==> config.mk <==
export PLATFORM = sky130hd
export DESIGN_NAME = vlq_varint_encoder_top
export DESIGN_NICKNAME = d
export VERILOG_FILES = /design/src/hw/rtl/vlq_pkg.sv /design/src/hw/rtl/vlq_front.sv /design/src/hw/rtl/vlq_queue.sv /design/src/hw/rtl/vlq_back.sv /design/src/hw/rtl/vlq_varint_encoder_top.sv
export SDC_FILE = /design/constraint.sdc
export NUM_CORES = 1
export LEC_CHECK = 0
export BUFFER_PORTS_ARGS = -buffer_cell sky130_fd_sc_hd__buf_2
export CAP_MARGIN = 15
export CORE_MARGIN = 2
export CORE_UTILIZATION = 50
export CTS_BUF_LIST = sky130_fd_sc_hd__clkbuf_4
export DETAILED_ROUTE_END_ITERATION = 7
export GPL_ROUTABILITY_DRIVEN = 0
export PLACE_DENSITY = 0.72
export RECOVER_POWER = 25
export SYNTH_ARGS = -nofsm -noshare
export SYNTH_HDL_FRONTEND = slang
export SYNTH_SLANG_ARGS = --single-unit
==> constraint.sdc <==
create_clock -name aclk -period 2.7 [get_ports aclk]
set_input_delay 0.135 -clock aclk [delete_from_list [all_inputs] [get_ports aclk]]
set_output_delay 0.135 -clock aclk [all_outputs]
set_load 0.02 [all_outputs]
==> src/hw/rtl/vlq_pkg.sv <==
package vlq_pkg;

    // Group geometry
    localparam int GROUP_BITS = 7;
    localparam int MAX_GROUPS = 5;
    localparam int EXT_BITS   = GROUP_BITS * MAX_GROUPS;
    localparam int WORD_W     = 32;
    localparam int CNT_BITS   = 3;

    localparam logic CONT_FLAG = 1'b1;

    // Input mode codes
    typedef enum logic {
        MODE_UNSIGNED = 1'b0,
        MODE_SIGNED   = 1'b1
    } mode_t;

    // One classified word: extended bits and number of groups to emit
    typedef struct packed {
        logic [EXT_BITS-1:0] bits;
        logic [CNT_BITS-1:0] count;
    } entry_t;

    // Pick group idx (0 = least significant) out of the extended word
    function automatic logic [GROUP_BITS-1:0] group_at(
        input logic [EXT_BITS-1:0] bits,
        input logic [CNT_BITS-1:0] idx
    );
        logic [GROUP_BITS-1:0] g;
        case (idx)
            3'd0:    g = bits[0*GROUP_BITS +: GROUP_BITS];
            3'd1:    g = bits[1*GROUP_BITS +: GROUP_BITS];
            3'd2:    g = bits[2*GROUP_BITS +: GROUP_BITS];
            3'd3:    g = bits[3*GROUP_BITS +: GROUP_BITS];
            3'd4:    g = bits[4*GROUP_BITS +: GROUP_BITS];
            default: g = '0;
        endcase
        return g;
    endfunction

endpackage

==> src/hw/rtl/vlq_front.sv <==
module vlq_front (
    input  logic                        in_valid,
    input  logic                        in_mode,
    input  logic [vlq_pkg::WORD_W-1:0]  in_word,
    output logic                        wr_valid,
    output vlq_pkg::entry_t             wr_entry
);

    logic [vlq_pkg::WORD_W-1:0]       sign_fill;
    logic [vlq_pkg::CNT_BITS-1:0]     cnt_u;
    logic [vlq_pkg::CNT_BITS-1:0]     cnt_s;
    logic [2:0]                       ext;

    assign sign_fill = {vlq_pkg::WORD_W{in_word[vlq_pkg::WORD_W-1]}};

    // Unsigned: highest nonzero group sets the count
    always_comb begin
        if (in_word[31:28] != 4'd0) begin
            cnt_u = 3'd5;
        end else if (in_word[27:21] != 7'd0) begin
            cnt_u = 3'd4;
        end else if (in_word[20:14] != 7'd0) begin
            cnt_u = 3'd3;
        end else if (in_word[13:7] != 7'd0) begin
            cnt_u = 3'd2;
        end else begin
            cnt_u = 3'd1;
        end
    end

    // Signed: stop once everything from the top group's bit 6 up is sign
    always_comb begin
        if (in_word[31:6] == sign_fill[31:6]) begin
            cnt_s = 3'd1;
        end else if (in_word[31:13] == sign_fill[31:13]) begin
            cnt_s = 3'd2;
        end else if (in_word[31:20] == sign_fill[31:20]) begin
            cnt_s = 3'd3;
        end else if (in_word[31:27] == sign_fill[31:27]) begin
            cnt_s = 3'd4;
        end else begin
            cnt_s = 3'd5;
        end
    end

    // Top group padding: zeros for unsigned, sign copies for signed
    assign ext = (in_mode == vlq_pkg::MODE_SIGNED) ? {3{in_word[31]}} : 3'b000;

    assign wr_valid       = in_valid;
    assign wr_entry.bits  = {ext, in_word};
    assign wr_entry.count = (in_mode == vlq_pkg::MODE_SIGNED) ? cnt_s : cnt_u;

endmodule

==> src/hw/rtl/vlq_queue.sv <==
module vlq_queue (
    input  logic                 aclk,
    input  logic                 aresetn,
    input  logic                 wr_valid,
    input  vlq_pkg::entry_t      wr_entry,
    output logic                 wr_ready,
    output logic                 rd_valid,
    output vlq_pkg::entry_t      rd_entry,
    input  logic                 rd_pop
);

    vlq_pkg::entry_t mem_reg [2];
    logic            wr_ptr_reg, wr_ptr_next;
    logic            rd_ptr_reg, rd_ptr_next;
    logic [1:0]      cnt_reg, cnt_next;
    logic            do_wr, do_rd;

    assign wr_ready = (cnt_reg != 2'd2);
    assign rd_valid = (cnt_reg != 2'd0);
    assign rd_entry = mem_reg[rd_ptr_reg];

    assign do_wr = wr_valid && wr_ready;
    assign do_rd = rd_pop && rd_valid;

    // Pointer and fill bookkeeping
    always_comb begin
        wr_ptr_next = do_wr ? ~wr_ptr_reg : wr_ptr_reg;
        rd_ptr_next = do_rd ? ~rd_ptr_reg : rd_ptr_reg;
        cnt_next    = cnt_reg;
        if (do_wr && !do_rd) begin
            cnt_next = cnt_reg + 2'd1;
        end else if (do_rd && !do_wr) begin
            cnt_next = cnt_reg - 2'd1;
        end
    end

    always_ff @(posedge aclk) begin
        if (!aresetn) begin
            wr_ptr_reg <= 1'b0;
            rd_ptr_reg <= 1'b0;
            cnt_reg    <= 2'd0;
        end else begin
            wr_ptr_reg <= wr_ptr_next;
            rd_ptr_reg <= rd_ptr_next;
            cnt_reg    <= cnt_next;
        end
    end

    // Entry storage
    always_ff @(posedge aclk) begin
        if (do_wr) begin
            mem_reg[wr_ptr_reg] <= wr_entry;
        end
    end

endmodule

==> src/hw/rtl/vlq_back.sv <==
module vlq_back (
    input  logic                 aclk,
    input  logic                 aresetn,
    input  logic                 q_valid,
    input  vlq_pkg::entry_t      q_entry,
    output logic                 q_pop,
    output logic                 m_tvalid,
    input  logic                 m_tready,
    output logic [7:0]           m_tdata,
    output logic                 m_tlast
);

    logic [vlq_pkg::EXT_BITS-1:0]   bits_reg, bits_next;
    logic [vlq_pkg::CNT_BITS-1:0]   rem_reg, rem_next;
    logic [vlq_pkg::CNT_BITS-1:0]   idx;
    logic                           out_valid_reg, out_valid_next;
    logic [7:0]                     out_byte_reg, out_byte_next;
    logic                           out_last_reg, out_last_next;
    logic                           advance, emit, final_grp;

    // Output register free, and a group left to send
    assign advance   = !out_valid_reg || m_tready;
    assign emit      = advance && (rem_reg != 3'd0);
    assign final_grp = (rem_reg == 3'd1);
    assign idx       = rem_reg - 3'd1;

    // Fetch the next word when no group is left, or as the current one sends its last group
    assign q_pop = q_valid && ((rem_reg == 3'd0) || (final_grp && emit));

    always_comb begin
        bits_next = bits_reg;
        rem_next  = rem_reg;
        if (q_pop) begin
            bits_next = q_entry.bits;
            rem_next  = q_entry.count;
        end else if (emit) begin
            rem_next = rem_reg - 3'd1;
        end
    end

    // Output byte register: most significant group first
    always_comb begin
        out_valid_next = out_valid_reg;
        out_byte_next  = out_byte_reg;
        out_last_next  = out_last_reg;
        if (emit) begin
            out_valid_next = 1'b1;
            out_byte_next  = {(final_grp ? 1'b0 : vlq_pkg::CONT_FLAG),
                              vlq_pkg::group_at(bits_reg, idx)};
            out_last_next  = final_grp;
        end else if (advance) begin
            out_valid_next = 1'b0;
        end
    end

    always_ff @(posedge aclk) begin
        if (!aresetn) begin
            rem_reg       <= '0;
            out_valid_reg <= 1'b0;
        end else begin
            rem_reg       <= rem_next;
            out_valid_reg <= out_valid_next;
        end
    end

    always_ff @(posedge aclk) begin
        bits_reg     <= bits_next;
        out_byte_reg <= out_byte_next;
        out_last_reg <= out_last_next;
    end

    assign m_tvalid = out_valid_reg;
    assign m_tdata  = out_byte_reg;
    assign m_tlast  = out_last_reg;

endmodule

==> src/hw/rtl/vlq_varint_encoder_top.sv <==
// Variable-length quantity encoder for 32-bit words.
// Input channel (s_): one transfer carries a word in s_tdata and the mode in
// s_tuser (0 unsigned, 1 signed two's complement). Output channel (m_): one
// transfer per encoded byte, most significant 7-bit group first; bit 7 is set
// on every byte but the last, and m_tlast marks the last byte of a word.
// A word yields 1 to 5 bytes.
// The first byte of a word passes through the queue and the back end's word
// registers into the output byte register when the back end is idle.
// Throughput: one output byte per cycle while m_tready is high, set by the
// byte sequencer in the back end. The front classifies a word in the cycle
// it arrives and parks it in a two-entry queue, so s_tready stays high while
// the queue has room, even while the back end is still sending or stalled.
// When m_tready is low the output byte holds and the back end waits; the
// queue fills and then s_tready drops.
// Reset (aresetn low, synchronous) empties the queue and drops m_tvalid.
module vlq_varint_encoder_top (
    input  logic                        aclk,
    input  logic                        aresetn,
    input  logic                        s_tvalid,
    output logic                        s_tready,
    input  logic [vlq_pkg::WORD_W-1:0]  s_tdata,   // [31:0] word_value
    input  logic                        s_tuser,   // [0] action
    output logic                        m_tvalid,
    input  logic                        m_tready,
    output logic [7:0]                  m_tdata,   // [7:0] out_byte
    output logic                        m_tlast
);

    logic            wr_valid;
    vlq_pkg::entry_t wr_entry;
    logic            q_valid;
    vlq_pkg::entry_t q_entry;
    logic            q_pop;

    // Classify incoming words
    vlq_front u_front (
        .in_valid (s_tvalid),
        .in_mode  (s_tuser),
        .in_word  (s_tdata),
        .wr_valid (wr_valid),
        .wr_entry (wr_entry)
    );

    // Decoupling queue
    vlq_queue u_queue (
        .aclk     (aclk),
        .aresetn  (aresetn),
        .wr_valid (wr_valid),
        .wr_entry (wr_entry),
        .wr_ready (s_tready),
        .rd_valid (q_valid),
        .rd_entry (q_entry),
        .rd_pop   (q_pop)
    );

    // Byte sequencer and output register
    vlq_back u_back (
        .aclk     (aclk),
        .aresetn  (aresetn),
        .q_valid  (q_valid),
        .q_entry  (q_entry),
        .q_pop    (q_pop),
        .m_tvalid (m_tvalid),
        .m_tready (m_tready),
        .m_tdata  (m_tdata),
        .m_tlast  (m_tlast)
    );

endmodule

== After elaboration in Yosys (flattened, before gate mapping) ==
Memories as Yosys holds them, arrays and structs flattened. A register that Yosys moved wholly into a read port is not among the register bits.
Cells that the tools add are included.
W data, S select, Z words.

* Add/sub/neg operators: 3
* Multipliers: 0
* Divide/modulo/power cells: 0
* Order comparisons: 0
* Eq/ne operators: 10
* Shift-type cells: 0
* Muxes and demuxes: 22
* Bitwise logic cells: 2
* Reductions and logical operators: 23

{| class="wikitable"
|+ Operators by type and width
! cell !! number
|-
| $pmux W7 S5 || 1
|-
| $mux W3 || 10
|-
| $eq A25 B25 Y1 || 1
|-
| $reduce_bool A7 Y1 || 3
|-
| $eq A18 B18 Y1 || 1
|-
| $eq A11 B11 Y1 || 1
|-
| $mux W1 || 8
|-
| $reduce_bool A2 Y1 || 4
|-
| $logic_and A1 B1 Y1 || 7
|-
| $eq A3 B1 Y1 const B || 2
|-
| $eq A3 B2 Y1 const B || 2
|-
| $logic_not A3 Y1 || 2
|-
| $mux W2 || 3
|-
| $eq A4 B4 Y1 || 1
|-
| $reduce_bool A4 Y1 || 1
|-
| $eq A3 B3 Y1 const B || 1
|-
| $logic_not A1 Y1 || 3
|-
| $reduce_bool A3 Y1 || 1
|-
| $sub A3 B1 Y3 const B || 1
|-
| $add A2 B1 Y2 const B || 1
|-
| $logic_or A1 B1 Y1 || 2
|-
| $ne A2 B2 Y1 const B || 1
|-
| $not A1 Y1 || 2
|-
| $sub A2 B1 Y2 const B || 1
|}

* Register bits: 52
* Bits in latches: 0
* Bits in writable memories: 76
* Memory bits (read-only): 0
* Input bits: 37
* Output and inout bits: 11
* Logic and storage cells: 69
* Memories kept: 1

{| class="wikitable"
|+ Memory list
! memory !! words !! bits a word !! rd ports !! clocked after memory_dff !! write ports !! line !! RTL
|-
| u_queue.mem_reg || 2 || 38 || 1 || 1 || 1 || vlq_queue.sv:12 || <nowiki>vlq_pkg::entry_t mem_reg [2];</nowiki>
|}

== Longest topological paths before layout ==
* Depth after elaboration: 10
* Depth in mapped cells: 7
* Gate-level depth less buffers: 7

== Modules after synthesis ==
A second synthesis with hierarchy kept.

* Cell total of the unflattened synthesis: 333
* Area, all modules: 5392.7 µm²

{| class="wikitable"
|+ By module, submodules not included
! module !! times used !! cells each !! area each (µm²) !! sequential area each (µm²)
|-
| vlq_queue || 1 || 142 || 2980.4 || 2382.3
|-
| vlq_back || 1 || 114 || 1881.8 || 1401.3
|-
| vlq_front || 1 || 77 || 530.5 || 0.0
|}

== Least setup slack after synthesis ==
Ideal clock, no wire load.

* Path kind: register to register
* Start point: reg u_queue.cnt_reg[0]
* End point: mem u_queue.mem_reg[0][0] (netlist name) (enable)
* Library setup time: 0.429 ns
* Arrival time: 2.298 ns
* Required time: 2.271 ns
* Slack: -0.028 ns
* Stages on the path, launching flop included: 4
* Path buffers: 0
* Period minus slack after synthesis: 2.728 ns
* Cell sequence: dfxtp_1 > nand2b_1 > nand2_1 > nor2_1

* Word-level cells in the longest chain between the ends: 4

{| class="wikitable"
|+ RTL lines
! element !! line !! RTL
|-
| from (decl) || vlq_queue.sv:15 || <nowiki>logic [1:0] cnt_reg, cnt_next;</nowiki>
|-
| from (signal assigned) || vlq_queue.sv:45 || <nowiki>cnt_reg <= cnt_next;</nowiki>
|-
| $ne A2 B2 Y1 || vlq_queue.sv:18 || <nowiki>assign wr_ready = (cnt_reg != 2'd2);</nowiki>
|-
| net s_tready || vlq_varint_encoder_top.sv:20 || <nowiki>output logic s_tready,</nowiki>
|-
| $logic_and A1 B1 Y1 || vlq_queue.sv:22 || <nowiki>assign do_wr = wr_valid && wr_ready;</nowiki>
|-
| $mux W1 || vlq_queue.sv:51 || <nowiki>if (do_wr) begin</nowiki>
|-
| $mux W1 (implied by the code) || vlq_queue.sv:52 || <nowiki>mem_reg[wr_ptr_reg] <= wr_entry;</nowiki>
|-
| to (decl) || vlq_queue.sv:12 ||
|}

The timed path passes the listed nets, and every way through them passes these cells.

== Final worst setup path ==
* Start point: reg u_back.rem_reg[1] (netlist name)
* End point: reg u_queue.cnt_reg[0]

* Word-level cells in the longest chain between the ends: 9
* Elaborated cells on any way between the ends: 13
* Those cells by class: 1 x eq/ne; 1 x mux; 11 x reduce/logical

{| class="wikitable"
|+ RTL lines
! element !! line !! RTL
|-
| from (decl) || vlq_back.sv:14 || <nowiki>logic [vlq_pkg::CNT_BITS-1:0] rem_reg, rem_next;</nowiki>
|-
| from (signal assigned) || vlq_back.sv:61 || <nowiki>rem_reg <= rem_next;</nowiki>
|-
| $reduce_bool A3 Y1 || vlq_back.sv:23 || <nowiki>assign emit = advance && (rem_reg != 3'd0);</nowiki>
|-
| $logic_and A1 B1 Y1 || vlq_back.sv:23 ||
|-
| $logic_and A1 B1 Y1 || vlq_back.sv:28 || <nowiki>assign q_pop = q_valid && ((rem_reg == 3'd0) || (final_grp && emit));</nowiki>
|-
| $logic_or A1 B1 Y1 * || vlq_back.sv:28 ||
|-
| $logic_and A1 B1 Y1 * || vlq_back.sv:28 ||
|-
| $logic_and A1 B1 Y1 * || vlq_queue.sv:23 || <nowiki>assign do_rd = rd_pop && rd_valid;</nowiki>
|-
| $logic_not A1 Y1 || vlq_queue.sv:30 || <nowiki>if (do_wr && !do_rd) begin</nowiki>
|-
| $logic_and A1 B1 Y1 || vlq_queue.sv:30 ||
|-
| $mux W2 / $reduce_bool A2 Y1 (equally long branches) || -- ||
|}

Mark *: on every way between the ends. The rest lies on a longest branch, timed or not.
A chain may end at the register's enable or synchronous reset.

==> impl_metrics.yaml <==
run_status:
  status: "finished clean"
global_routing:
  grt_usage: 0.1895
  grt_pass1_vias: 2773
  antenna_found_initial: 1
  grt_first_pass_wirelength_mm: 14.12
  grt_max_degree: 36
  grt-ovfl-total: 0
final_layout:
  final_cell_mix: "edfxtp_1, mux2_2, dlygate4sd3_1, clkbuf_1, clkbuf_4"
  final_common_cell: "edfxtp_1"
  syn2layout_area_growth_pct: 21.41
  largest_reg_flops: 72
  final_area_sq_mm: 0.005882
  drive_gt1_frac: 0.2449
  stdcell_count: 526
  fin_util: 0.6306
  nNetsFinal: 427
sta:
  report.final.hold_viol_count: 0
  setup_viol: 0
  timing.fmax_mhz: 426.9
  rsz0062_at_grt: "false"
  min_period_ns: 2.342
  maxSlewViolCount: 0
  min_period_over_period: 0.8675
  clock_skew_ns: 0.02314
  relSlewSlack: 0.5147
  setup_tns_ns: 0
  finalHoldWorstSlack_ns: 0.04758
  tightest_slew_ns: 0.7280
setup_path:
  worstPathMaxFanout: 11
  reg2regPathDepth: 7
  arrival_ns: 2.75
  cpMaxStageDelayCell: "dlygate4sd3_1"
  crit_path_end_kind: "flop"
  worstPathCellList: "inv_1, ha_1, a21oi_1, nor2_1, mux2i_1, o22ai_1, dlygate4sd3_1"
  worstSetupStartpointType: "flop"
  critPathKind: "flop to flop"
  crit_required_ns: 3.10
  slowest_delay_ns: 0.55
routing:
  drt_iter0_markers: 128
  ant_nets: 0
  first_pass_iters: 5
  vias: 2778
  drc: 0
  routed_wl_mm: 8.991
  wl_per_cell_microns: 17.09
  viasPerCell: 5.281
job:
  cap_violations: 0
synth:
  syn_inst: 283
  ys_types: 45
  synth_edf_count: 114
  synth_nets: 327
  ys_async_sr_fraction: 0
  synth-seq-cells: 123
  synth-main-ff-cell: "edfxtp_1"
  yosysWarnings: 0
  netlist_area_sq_mm: 0.004845
  ys_seq_area_frac: 0.7438
  postSynthAreaPerCell_sq_um: 17.12
die:
  coreArea_sq_mm: 0.009328
  die_x_microns: 102.4
  die-area_sq_mm: 0.01049
  num_rows: 35
  start_util: 0.5194
  dieHeight_microns: 102.4
  top_level_ports: 48
placement:
  dp_hpwl_mm: 5.658
  io_buffers: 47
  placed_area_sq_mm: 0.005291
  dp.cells: 457
power:
  power_density_mw_per_mm2: 933.7
  pwr-share-seq: 0.502
  p_int_mw: 3.854
  ir_drop_mv: 0.4117
  combPwrFrac: 0.275
  power_switching_mw: 1.638
  power_leakage_nw: 2.006
  switching_share: 0.2983
  clkPwrFrac: 0.222
cts:
  htree_levels: 4
  numClockSinks: 123
  cts_buffers: 17
  clk_pin_slew_ns: 0.10
  cts_root_buf: "clkbuf_4"
  cts.path.max_buffers: 2
  post_cts_resized: 0
  cts_tree: "yes"
  insertion_delay_ns: 0.52
hold_path:
  hold_path_depth: 4
  hp-class: "input pin to flop"
[synthesized netlist by cell type, drive strengths merged (3+ instances only)]
library cell / n / area [sq um]
dfxtp: 9 / 180.2
nor4: 3 / 18.77
mux2: 39 / 439.2
edfxtp: 114 / 3423
nand4: 4 / 25.02
nor2: 14 / 52.55
or4: 3 / 30.03
mux2i: 6 / 60.06
a221o: 4 / 40.04
nand2: 9 / 33.78
a22oi: 4 / 30.03
nand2b: 4 / 25.02
ha: 7 / 87.58
clkbuf: 7 / 26.28
nor2b: 4 / 25.02
a21oi: 9 / 52.55
nand3: 4 / 20.02
o21ai: 4 / 20.02
inv: 6 / 22.52
a222oi: 3 / 30.03
o22ai: 3 / 18.77
[per-stage QoR]
step                      setup slack, ns  total power [mW]
after floorplan                    0.5111             3.833
after global placement             0.5284             4.244
after detailed placement           0.4548             4.282
after CTS                          0.3711             5.529
after global routing               0.1732             5.795
final                              0.3577             5.492
[kinds of logic after synthesis]
kind of cell | count (synthesis) | share of synthesized area
DFF | 123 | 0.7438
adders and majority gates | 7 | 0.01808
and+or+nand+nor | 54 | 0.06276
xor gates and xnor gates | 3 | 0.005425
muxes | 45 | 0.1030
buffers and inverters | 14 | 0.01085
AOI/OAI and AO/OA | 37 | 0.05605
[layer usage]
| metal | GRT usage | wire (microns) | up-vias |
|---|---|---|---|
| met5 | 0 | 0 | - |
| li1 | - | - | 1327 |
| met1 | 0.2573 | 4120 | 1371 |
| met2 | 0.2956 | 4414 | 70 |
| met4 | 0.08615 | 140 | 0 |
| met3 | 0.04104 | 316 | 10 |
[repair_timing]
item | 4_1_cts | 5_1_grt
buffers inserted | 0 | 0
hold buffers | 36 | 0
endpoints found under the hold margin | 68 | 0
[worst paths after layout]
path | startpoint | to | slack, ns
worst max-delay path | u_back.rem_reg[1] | u_queue.cnt_reg[0] | 0.36
worst min-delay path | s_tvalid | u_queue.cnt_reg[1] | 0.05
worst max register to register | u_back.rem_reg[1] | u_queue.cnt_reg[0] | 0.36
worst min register to register | u_queue.rd_ptr_reg | flop | 0.54
[power by group through the flow]
stage / registers (mW) / logic, mW / clock network (mW)
finish: 2.76 / 1.51 / 1.22
global route: 2.80 / 1.67 / 1.33
CTS: 2.76 / 1.53 / 1.24
detailed placement: 2.81 / 1.48 / 0
global placement: 2.80 / 1.45 / 0
floorplan: 2.86 / 0.970 / 0
[area by class of cell]
| class | count | area [sq um] |
|---|---|---|
| multi-input combinational | 146 | 1202 |
| antenna | 1 | 2.502 |
| fill | 708 | 3446 |
| clock inverter | 11 | 106.4 |
| inverter | 7 | 26.28 |
| sequential | 123 | 3603 |
| timing repair buffer | 88 | 621.8 |
| tap | 129 | 161.4 |
| clock buffer | 21 | 157.7 |
[critical path, delay by kind of cell, from the launching register on]
| family | cells | cell delay [ns] |
|---|---|---|
| mux | 1 | 0.22 |
| fa+ha+maj | 1 | 0.44 |
| buf+inv | 2 | 0.66 |
| simple gates | 1 | 0.28 |
| flops | 1 | 0.35 |
| compound gates | 2 | 0.30 |
(Power assumes the default switching activity.)
